$ cat config.mk
export PLATFORM = sky130hd
export DESIGN_NAME = bctm_front
export DESIGN_NICKNAME = d
export VERILOG_FILES = /design/src/sv/block_cyclic_tile_mapper_top_assert.svh /design/src/sv/bctm_pkg.sv /design/src/sv/bctm_front.sv
export SDC_FILE = /design/constraint.sdc
export NUM_CORES = 1
export LEC_CHECK = 0
export BUFFER_PORTS_ARGS = -buffer_cell sky130_fd_sc_hd__buf_2
export CAP_MARGIN = 20
export CORE_UTILIZATION = 40
export CTS_BUF_LIST = sky130_fd_sc_hd__clkbuf_4
export DETAILED_ROUTE_END_ITERATION = 16
export PLACE_DENSITY = 0.58
export SLEW_MARGIN = 20
export SYNTH_ARGS = -nofsm -noshare
export SYNTH_HDL_FRONTEND = slang
export SYNTH_SLANG_ARGS = --single-unit
$ cat constraint.sdc
create_clock -name i_clk -period 5.2 [get_ports i_clk]
set_input_delay 1.56 -clock i_clk [delete_from_list [all_inputs] [get_ports i_clk]]
set_output_delay 1.56 -clock i_clk [all_outputs]
set_load 0.01 [all_outputs]
$ cat src/sv/block_cyclic_tile_mapper_top_assert.svh
// Assertion macros for the block-cyclic tile mapper
`ifndef BLOCK_CYCLIC_TILE_MAPPER_TOP_ASSERT_SVH
`define BLOCK_CYCLIC_TILE_MAPPER_TOP_ASSERT_SVH

// Same-cycle implication
`define BCTM_ASSERT_NOW(label, clk, rst_n, ante, cons, msg) \
    label: assert property (@(posedge clk) disable iff (!rst_n) (ante) |-> (cons)) \
        else $error(msg);

// Next-cycle implication
`define BCTM_ASSERT_NEXT(label, clk, rst_n, ante, cons, msg) \
    label: assert property (@(posedge clk) disable iff (!rst_n) (ante) |=> (cons)) \
        else $error(msg);

`endif

$ cat src/sv/bctm_pkg.sv
// Shared types and constants for the block-cyclic tile mapper
`timescale 1ns / 1ps
package bctm_pkg;

    localparam int CFG_IDX_W = 3;

    localparam logic [CFG_IDX_W-1:0] CFG_TILE_OFFSETS    = 3'd0;
    localparam logic [CFG_IDX_W-1:0] CFG_GRID_SHAPE      = 3'd1;
    localparam logic [CFG_IDX_W-1:0] CFG_CYCLE_DEPTH     = 3'd2;
    localparam logic [CFG_IDX_W-1:0] CFG_GRID_START      = 3'd3;
    localparam logic [CFG_IDX_W-1:0] CFG_VP_GRID         = 3'd4;
    localparam logic [CFG_IDX_W-1:0] CFG_LOCAL_ROW_TILES = 3'd5;
    localparam logic [CFG_IDX_W-1:0] CFG_COLUMN_TILES    = 3'd6;

    // request queue between front and back
    localparam int QDEPTH = 4;
    localparam int QPTR_W = 2;
    localparam int QCNT_W = 3;

    typedef struct packed {
        logic              full;
        logic              empty;
        logic [QCNT_W-1:0] count;
    } t_queue_status;

endpackage

$ cat src/sv/bctm_front.sv
// Front end: accepts requests, forms global coordinates, queues them
`timescale 1ns / 1ps
module bctm_front #(
    parameter int CB = 16
) (
    input  logic                        i_clk,
    input  logic                        i_rst_n,
    input  logic                        i_in_valid,
    output logic                        o_in_stall,
    input  logic                        i_cmd,
    input  logic [CB-1:0]               i_tile_row,
    input  logic [CB-1:0]               i_tile_col,
    input  logic [2*CB-1:0]             i_tile_key,
    input  logic [CB-1:0]               i_row_off,
    input  logic [CB-1:0]               i_col_off,
    input  logic                        i_pop,
    output logic [4*CB+2:0]             o_entry,
    output bctm_pkg::t_queue_status     o_status
);
    import bctm_pkg::*;

    localparam int EW = 4 * CB + 3;

    logic [EW-1:0]     r_mem [QDEPTH];
    logic [QPTR_W-1:0] r_wp;
    logic [QPTR_W-1:0] r_rp;
    logic [QCNT_W-1:0] r_cnt;
    logic              full;
    logic              push;
    logic [CB:0]       gmc;
    logic [CB:0]       gnc;

    assign full = (r_cnt == QCNT_W'(QDEPTH));
    assign push = i_in_valid && !full;
    assign gmc  = {1'b0, i_tile_row} + {1'b0, i_row_off};
    assign gnc  = {1'b0, i_tile_col} + {1'b0, i_col_off};

    always_ff @(posedge i_clk) begin
        if (push) begin
            r_mem[r_wp] <= {i_cmd, i_tile_key, gmc, gnc};
        end
    end

    always_ff @(posedge i_clk) begin
        if (!i_rst_n) begin
            r_wp  <= '0;
            r_rp  <= '0;
            r_cnt <= '0;
        end else begin
            if (push) begin
                r_wp <= r_wp + 1'b1;
            end
            if (i_pop) begin
                r_rp <= r_rp + 1'b1;
            end
            case ({push, i_pop})
                2'b10:   r_cnt <= r_cnt + 1'b1;
                2'b01:   r_cnt <= r_cnt - 1'b1;
                default: r_cnt <= r_cnt;
            endcase
        end
    end

    assign o_in_stall     = full;
    assign o_entry        = r_mem[r_rp];
    assign o_status.full  = full;
    assign o_status.empty = (r_cnt == '0);
    assign o_status.count = r_cnt;

endmodule

Word level (Yosys, flattened, before mapping):

Memories as Yosys holds them, arrays and structs flattened. A register that Yosys moved wholly into a read port is not among the register bits.
Cells that the tools add are included.

* register bits: 7
* latch bits: 0
* RAM bits: 268
* ROM bits: 0
* memories kept: 1

Memories
* r_mem: words 4, bits a word 67, rd ports 1, clocked after memory_dff 1, write ports 1, RTL line bctm_front.sv:24 `logic [EW-1:0] r_mem [QDEPTH];`

* $add $sub $neg: 6
* $mul: 0
* divide/modulo/power cells: 0
* order comparisons: 0
* eq/ne operators: 3
* shift operators: 0
* muxes and demuxes: 5
* bitwise gates (word level): 0
* reduce and logical (&&, ||, !) cells: 4

Operator list (count)
* $add 16x16->17: 2
* $pmux 3 s2: 1
* $add 2x1->2 const B: 2
* $mux 2: 2
* $add 3x1->3 const B: 1
* $eq 3x3->1 const B: 1
* $logic_not 3->1: 1
* $sub 3x1->3 const B: 1
* $eq 2x1->1 const B: 1
* $eq 2x2->1 const B: 1
* $mux 1: 2
* $reduce_bool 2->1: 1
* $logic_and 1x1->1: 1
* $logic_not 1->1: 1

Depth between registers and ports, before layout:

Gate-level depths: netlist of run 1.

* depth in word-level cells: 5
* depth in mapped cells: 11
* depth with buffers taken out: 10

Worst setup path after synthesis of run 1:

No wires, ideal clock.

* path kind: input -> register
* start: input port i_in_valid
* end: memory r_mem[0][0] (netlist name) (enable)
* setup time: 0.432 ns
* arrival: 3.510 ns
* path slack: 1.258 ns
* stages: 3
* path buffers: 1
* path through: nor2b_1 clkbuf_1 and2_1

* cells in the longest elaborated chain, start to end: 3

Ends and longest elaborated chain
* start: declaration: RTL line bctm_front.sv:8 `input logic i_in_valid,`
* $logic_and 1x1->1: RTL line bctm_front.sv:34 `assign push = i_in_valid && !full;`
* $mux 1: RTL line bctm_front.sv:39 `if (push) begin`
* $mux 1 (implied by the code): RTL line bctm_front.sv:40 `r_mem[r_wp] <= {i_cmd, i_tile_key, gmc, gnc};`
* end: declaration: RTL line bctm_front.sv:24

No other way between the ends.

==> results.toml, run 1 <==
[worst_hold_path]
min_from = "r_cnt[2]"
hold_path_class = "reg2reg"

[clocking]
post-cts-setup-buffers = 0
clkTransAtPathRegs_ns = 0.06
cts_resized = 0
cts-buffers-inserted = 74
cts_buffer_depth = 3
cts.hold.buffers_added = 0
clock_latency_ns = 0.66
h-tree-depth = 3
root_buffer = "clkbuf_4"
cts_tree = "done"
cts_sinks = 277

[cells_and_area]
fin_area_um2 = 13900
final_layout_size_suffix_gt1_share_pct = 42.2
area_growth_pct = 20.3
final_nets = 970

[sta]
worst_slew_pin_slew_ns = 1.04
setup_slack_ns = 1.07
min_period_ns = 4.13
period_share_pct = 79.4
slew_violations = 0
finalHoldViolations = 0
setup_tns_ns = 0
skew_ns = 0.0431
rsz0062_at_grt = "no"
fmax_ghz = 0.242
finalSetupViolations = 0
slew_headroom_pct = 31.0
hold_ws_ns = 0.552

[placed_design]
place_congestion = 0.822
place_ws_ns = 1.48
postPlaceCellArea_um2 = 12800
port_buffers = 173
detailed_place_hpwl_um = 14300

[pwr]
power_leakage_nw = 4.99
total_power_mw = 5.48
irDropWorstVdd_uv = 253
powerDensity_nw_per_um2 = 396

[global_routing]
grt_util_all_layers_pct = 16.5
grt_first_pass_wirelength_um = 36200
grt_start_max_net_pins = 68
first_global_vias = 6865
antenna_found_initial = 1
grt_overflow = 0

[floorplanning]
num_rows = 61
dieArea_um2 = 29500
fp.dieH_um = 172
die_x_um = 172
initial_utilization_pct = 41.0
ioPinCount = 174
fp.coreArea_um2 = 28100

[synth]
synth_edf_count = 268
ys_warn_count = 0
post_synth.cell_area_avg_um2 = 19.5
synth-seq-cells = 277
synthTopCellsByArea = "edfxtp_1 (70%), mux4_2 (13%), ha_1 (4.0%)"
yosys.area.top_type_share_pct = 69.9
ys.flop_type = "edfxtp_1"
synth_common_cells = "edfxtp_1 (268), mux4_2 (67), ha_1 (37)"
syn-num-nets = 732
ys_seq_area_share_pct = 71.4
yosysTopAreaCell = "edfxtp_1"
synth_area_um2 = 11500
async_reset_ff_share_pct = 0
yosysMostFrequentCell = "edfxtp_1"
ys_types = 49
netlist_instances = 591

[critical_path]
endpoint_kind = "output pin"
reg2reg_from = "r_cnt[0]"
arrival_ns = 2.57
worstPathRequired_ns = 3.64
critPathKind = "reg2out"
cp-start-kind = "flip-flop"
crit_fanout = 26

[detailed_routing]
via_count = 6453
firstDrtPassIters = 4
vias_per_cell = 5.13
finalWirelength_um = 23200
drt_iter0_markers = 354
postRouteAntennaNets = 0
wl_per_cell_um = 18.4
drc_errors = 0

[outcome]
status = "completed"

[flow_run]
maxCapViolations = 0
[critical path: stages (launching register included)]
cell and delay, ns:
dfxtp_4 0.74, buf_4 0.41, mux4_2 0.58, buf_2 0.16
[cell type report]
cell class	count	area [µm²]
Fill cell	2467	14200
Sequential cell	277	8240
Multi-Input combinational cell	288	3180
Timing Repair Buffer	179	996
Clock buffer	104	781
Tap cell	378	473
Clock inverter	22	150
Inverter	9	33.8
Antenna cell	2	5.00
[report_power, final]
group | internal (mW) | switching [mW]
registers | 2.70 | 0.0731
logic | 0.382 | 0.474
clock network | 1.02 | 0.829
[path summary, 6_finish.rpt]
path,endpoint,slack (ns),cells after the start
hold reg to reg,r_cnt[2],0.55,2
setup reg to reg,r_mem[3][31],2.71,5
setup / recovery,o_entry[40],1.07,3
hold / removal,r_cnt[2],0.55,2
[placed cells by master (no fill, tap or decap), types with 8 or more instances in the layout]
| master | Yosys | final |
|---|---|---|
| mux4_2 | 67 | 67 |
| nand3_1 | 8 | 8 |
| xnor2_1 | 15 | 15 |
| edfxtp_1 | 268 | 268 |
| a21oi_1 | 25 | 25 |
| ha_1 | 37 | 37 |
| inv_1 | 9 | 9 |
| xor2_1 | 14 | 14 |
| o21ai_0 | 17 | 17 |
| clkinv_1 | 0 | 15 |
| clkbuf_4 | 0 | 104 |
| nor2_1 | 13 | 13 |
| nand2_1 | 18 | 18 |
| buf_2 | 5 | 173 |
[cell families after synthesis]
family          after synthesis  synth area share [%]
compound gates               81                  4.57
xor+xnor                     29                  2.20
fa+ha+maj                    40                  4.54
buf+inv                      26                  1.03
flops                       277                  71.4
mux                          68                  13.2
simple gates                 70                  3.04
[state kept, by name, indices dropped and copies added, names as in the netlist, named ones only]
signal	flops
r_mem	268
r_cnt	3
r_wp	2
r_rp	2
[through the flow]
step	util, %	cells
global placement	45.6	1127
global route	49.3	1259
finish	49.3	1259
floorplan	-	591
CTS	49.0	1253
detailed placement	45.6	1127
[metal layers]
metal / routed length, µm / GRT usage (%)
met1: 9810 / 20.5
met2: 11600 / 27.3
met3: 1360 / 4.14
met4: 442 / 7.03
met5: 0 / 0
No activity file was read; power rests on OpenSTA's default activity.
==> run 2: changes to the inputs <==
==> constraint.sdc (replaced) <==
create_clock -name i_clk -period 3.9 [get_ports i_clk]
set_input_delay 1.17 -clock i_clk [delete_from_list [all_inputs] [get_ports i_clk]]
set_output_delay 1.17 -clock i_clk [all_outputs]
set_load 0.01 [all_outputs]
==> run 2 against run 1 <==
Effect of this change:
- die area is the same
- worst hold slack improved by 0.025 ns
- flip-flop and latch count unchanged
- clock power is 30% higher
- routed wire length grew 0.17%
- sequential share of layout area increased by 0.091 points
- critical path depth unchanged
- clock skew decreased by 0.0055 ns
- non-clock buffer count rose by 5
- critical endpoint is now o_entry[34]
- largest cell class unchanged
- largest power group unchanged
- highest routed layer unchanged
==> results.toml, run 2 (same netlist as run 1, synthesis figures left out) <==
[outcome]
status = "completed"

[critical_path]
critPathKind = "reg2out"
endpoint_kind = "output pin"
reg2reg_from = "r_cnt[0]"
crit_slowest_cell = "mux4_2"
crit_fanout = 18
cp_cell_sequence = "buf_4, mux4_2, buf_2"
cp-start-kind = "flip-flop"
rrSetupSlack_ns = 1.50
arrival_ns = 2.34
worstPathRequired_ns = 2.73
max_stage_delay_ns = 0.58

[pwr]
powerDensity_nw_per_um2 = 523
power_leakage_nw = 4.98
irDropWorstVdd_uv = 231

[clocking]
clkTransAtPathRegs_ns = 0.06
post-cts-setup-buffers = 0
root_buffer = "clkbuf_4"
clock_latency_ns = 0.65
cts-buffers-inserted = 72
cts_sinks = 277
cts_buffer_depth = 3
h-tree-depth = 3
cts.hold.buffers_added = 0
cts_tree = "done"
cts_resized = 0

[cells_and_area]
final_cell_mix = "edfxtp_1 (268), buf_2 (173), clkbuf_4 (102), mux4_2 (67), ha_1 (37)"
final_layout_size_suffix_gt1_share_pct = 42.7
largest_reg_flops = 268
fin_cells = 1255
num-fill-cells = 2465
area_growth_pct = 20.1
final_nets = 973
layout_commonest_cell = "edfxtp_1"
final_util_pct = 49.3
top_regs = "r_mem: 268 flops, r_cnt: 3 flops"
regMostFlops = "r_mem"

[floorplanning]
initial_utilization_pct = 41.0
fp.dieH_um = 172
dieArea_um2 = 29500
num_rows = 61
fp.coreArea_um2 = 28100
ioPinCount = 174
die_x_um = 172

[placed_design]
port_buffers = 173
detailed_place_hpwl_um = 15100
place_congestion = 0.845
dp.cells = 1136
place_ws_ns = 0.602

[sta]
finalHoldViolations = 0
fmax_ghz = 0.285
period_share_pct = 89.9
finalSetupViolations = 0
slew_violations = 0
min_period_ns = 3.51
skew_ns = 0.0375
setup_tns_ns = 0
rsz0062_at_grt = "no"
slew_headroom_pct = 60.8
worst_slew_pin_slew_ns = 0.588
setup_slack_ns = 0.393

[detailed_routing]
firstDrtPassIters = 4
via_count = 6419
drc_errors = 0
postRouteAntennaNets = 0
wl_per_cell_um = 18.5
vias_per_cell = 5.11
finalWirelength_um = 23200
drt_iter0_markers = 338

[global_routing]
grt_start_max_net_pins = 38
antenna_found_initial = 1
first_global_vias = 6897
grt_overflow = 0
grt_util_all_layers_pct = 16.5
grt_first_pass_wirelength_um = 36200

[worst_hold_path]
hold_path_class = "reg2reg"
min_from = "r_rp[0]"

[flow_run]
maxCapViolations = 0
[run 2: cell count changes in the layout (fill, tap and decap cells not counted)]
| cell | before | now |
|---|---|---|
| buf_12 | 2 | 6 |
| buf_16 | 3 | 0 |
| buf_4 | 1 | 5 |
| clkbuf_4 | 104 | 102 |
| clkinv_1 | 15 | 8 |
| clkinv_4 | 1 | 0 |
| clkinvlp_4 | 1 | 2 |
| diode_2 | 2 | 3 |
| inv_6 | 1 | 0 |
[run 2: where the power goes]
part	internal, mW	switching, mW	total, mW	leakage, nW
combinational	0.509	0.645	1.15	1.93
sequential	3.60	0.0792	3.68	2.53
clock	1.32	1.07	2.40	0.519
[run 2: worst paths after layout]
kind                            depth (start not counted)           to
worst max-delay path                                    3  o_entry[34]
worst min-delay path                                    2    flip-flop
worst max register to register                         10     r_cnt[2]
worst min register to register                          2    flip-flop
[run 2: per-layer routing]
metal | global-route usage, % | share of wire [%] | wire length, µm | vias up
met5 | 0 | 0 | 0 | -
met4 | 6.75 | 1.7 | 391 | 0
met3 | 4.79 | 6.8 | 1570 | 35
met2 | 27.3 | 49 | 11500 | 203
met1 | 20.1 | 42 | 9800 | 3222
li1 | - | - | - | 2959
[run 2: final cells by class]
cell class / count / area, µm² / share of cell area, %
diodes: 3 / 7.51 / 0.0543
clock inverters: 14 / 114 / 0.823
flip-flops and latches: 277 / 8240 / 59.5
repair buffers: 184 / 1020 / 7.40
multi-input cells: 288 / 3180 / 23.0
inverters: 9 / 33.8 / 0.244
clock buffers: 102 / 766 / 5.53
well taps: 378 / 473 / 3.42
[run 2: per-stage QoR]
| stage | hold WS, ns | instance area [µm²] | total power [mW] |
|---|---|---|---|
| 6_report | 0.577 | 13800 | 7.23 |
| 5_1_grt | 0.609 | 13800 | 7.63 |
| 4_1_cts | 0.586 | 13800 | 7.37 |
| 3_5_place_dp | 0.576 | 12900 | 4.93 |
| 3_3_place_gp | 0.496 | 12900 | 4.88 |
| 2_1_floorplan | 0.528 | 11500 | 4.45 |
[run 2: critical path: cells and delay by family (launching register included)]
| kind | cells | cell delay (ns) |
|---|---|---|
| buf+inv | 2 | 0.58 |
| mux | 1 | 0.58 |
| flops | 1 | 0.54 |
==> run 3: changes to the inputs <==
--- a/config.mk
+++ b/config.mk
@@ -10,7 +10,8 @@
 export CORE_UTILIZATION = 40
 export CTS_BUF_LIST = sky130_fd_sc_hd__clkbuf_4
 export DETAILED_ROUTE_END_ITERATION = 16
-export PLACE_DENSITY = 0.58
+export HOLD_SLACK_MARGIN = 0.06
+export PLACE_DENSITY = 0.66
 export SLEW_MARGIN = 20
 export SYNTH_ARGS = -nofsm -noshare
 export SYNTH_HDL_FRONTEND = slang
==> run 3 against run 2 <==
Effect of this change:
- setup slack gained 0.092 ns
- design area shrank 0.50%
- power shrank 3.0%
- core utilization shrank 0.25 points
- non-clock buffer count grew 2
- critical path type unchanged
- largest cell class unchanged
==> results.toml, run 3 (same netlist as run 1, synthesis figures left out) <==
[outcome]
status = "completed"

[clocking]
cts-buffers-inserted = 72
clock_latency_ns = 0.65
cts.hold.buffers_added = 0
cts_sinks = 277
cts_tree = "done"
post-cts-setup-buffers = 0
cts_buffer_depth = 3
cts_resized = 0
clkTransAtPathRegs_ns = 0.06
root_buffer = "clkbuf_4"
h-tree-depth = 3

[global_routing]
grt_util_all_layers_pct = 16.1
grt_first_pass_wirelength_um = 35500
first_global_vias = 6705
antenna_found_initial = 5
grt_overflow = 0
grt_start_max_net_pins = 39

[flow_run]
maxCapViolations = 0

[pwr]
total_power_mw = 7.01
powerDensity_nw_per_um2 = 509
power_leakage_nw = 4.95
irDropWorstVdd_uv = 177

[detailed_routing]
postRouteAntennaNets = 0
via_count = 6358
drc_errors = 0
firstDrtPassIters = 4
vias_per_cell = 5.05
finalWirelength_um = 22900
wl_per_cell_um = 18.2
drt_iter0_markers = 247

[cells_and_area]
layout_commonest_cell = "edfxtp_1"
largest_reg_flops = 268
area_growth_pct = 19.5
top_regs = "r_mem: 268 flops, r_cnt: 3 flops"
final_nets = 975
regMostFlops = "r_mem"
final_layout_size_suffix_gt1_share_pct = 41.9
final_cell_mix = "edfxtp_1 (268), buf_2 (173), clkbuf_4 (93), mux4_2 (67), ha_1 (37)"
final_util_pct = 49.0

[floorplanning]
fp.coreArea_um2 = 28100
die_x_um = 172
ioPinCount = 174
initial_utilization_pct = 41.0
dieArea_um2 = 29500
num_rows = 61
fp.dieH_um = 172

[placed_design]
port_buffers = 173
place_congestion = 0.813
detailed_place_hpwl_um = 14900
place_ws_ns = 0.591

[critical_path]
worstPathRequired_ns = 2.73
cp-start-kind = "flip-flop"
endpoint = "o_entry[10]"
critPathKind = "reg2out"
r2r_end = "r_cnt[2]"
reg2regPathDepth = 10
endpoint_kind = "output pin"
arrival_ns = 2.25
rrSetupSlack_ns = 1.61
crit_fanout = 36
reg2reg_from = "r_cnt[0]"

[sta]
finalSetupViolations = 0
rsz0062_at_grt = "no"
worst_slew_pin_slew_ns = 0.590
skew_ns = 0.0359
fmax_ghz = 0.293
slew_violations = 0
min_period_ns = 3.42
setup_slack_ns = 0.485
slew_headroom_pct = 60.6
setup_tns_ns = 0
finalHoldViolations = 0
period_share_pct = 87.6

[worst_hold_path]
hold_path_class = "reg2reg"
-- run 3: changes by cell type in the layout (fill, tap and decap cells not counted) --
cell       previous run  this run
clkbuf_4            102        93
clkinv_1              8        16
inv_2                 1         4
buf_4                 5         7
bufinv_16             2         0
diode_2               3         4
-- run 3: how the worst min path moves through the flow --
stage / from / to / slack (ns) / cells after the start
after global placement: r_cnt[2] / r_cnt[2] / 0.52 / 2
after floorplan: r_wp[1] / r_wp[1] / 0.53 / 2
after global routing: r_cnt[2] / r_cnt[2] / 0.61 / 2
final: r_cnt[2] / r_cnt[2] / 0.53 / 2
after detailed placement: r_cnt[2] / r_cnt[2] / 0.53 / 2
after CTS: r_cnt[2] / r_cnt[2] / 0.53 / 2
-- run 3: metal layers --
| metal | routed length, µm | vias up | GRT usage [%] |
|---|---|---|---|
| met5 | 28 | - | 0 |
| met3 | 1600 | 45 | 5.20 |
| met2 | 11000 | 196 | 24.8 |
| met4 | 397 | 6 | 6.25 |
| li1 | - | 2959 | - |
| met1 | 9900 | 3152 | 21.2 |
-- run 3: report_power, final --
part	leakage, nW	switching (mW)	total (mW)	internal, mW
Clock	0.474	1.08	2.18	1.11
Combinational	1.94	0.642	1.15	0.512
Sequential	2.53	0.0755	3.68	3.60
Total	4.95	1.79	7.01	5.22
-- run 3: through the flow --
stage               cells  hold slack (ns)  instance area [µm²]
floorplan             591            0.528                11500
global placement     1138            0.517                13000
detailed placement   1138            0.527                13000
CTS                  1254            0.534                13800
global route         1257            0.605                13800
finish               1258            0.526                13800
-- run 3: final cells by class --
type                    count  area (µm²)
diodes                      4        10.0
flip-flops and latches    277        8240
well taps                 378         473
repair buffers            186        1040
clock inverters            23        95.1
inverters                   9        33.8
clock buffers              93         698
multi-input cells         288        3180
fillers                  2456       14300
-- run 3: critical path, stage by stage (launching register included) --
cell     delay, ns
dfxtp_4       0.50
buf_12        0.33
mux4_2        0.60
buf_2         0.17
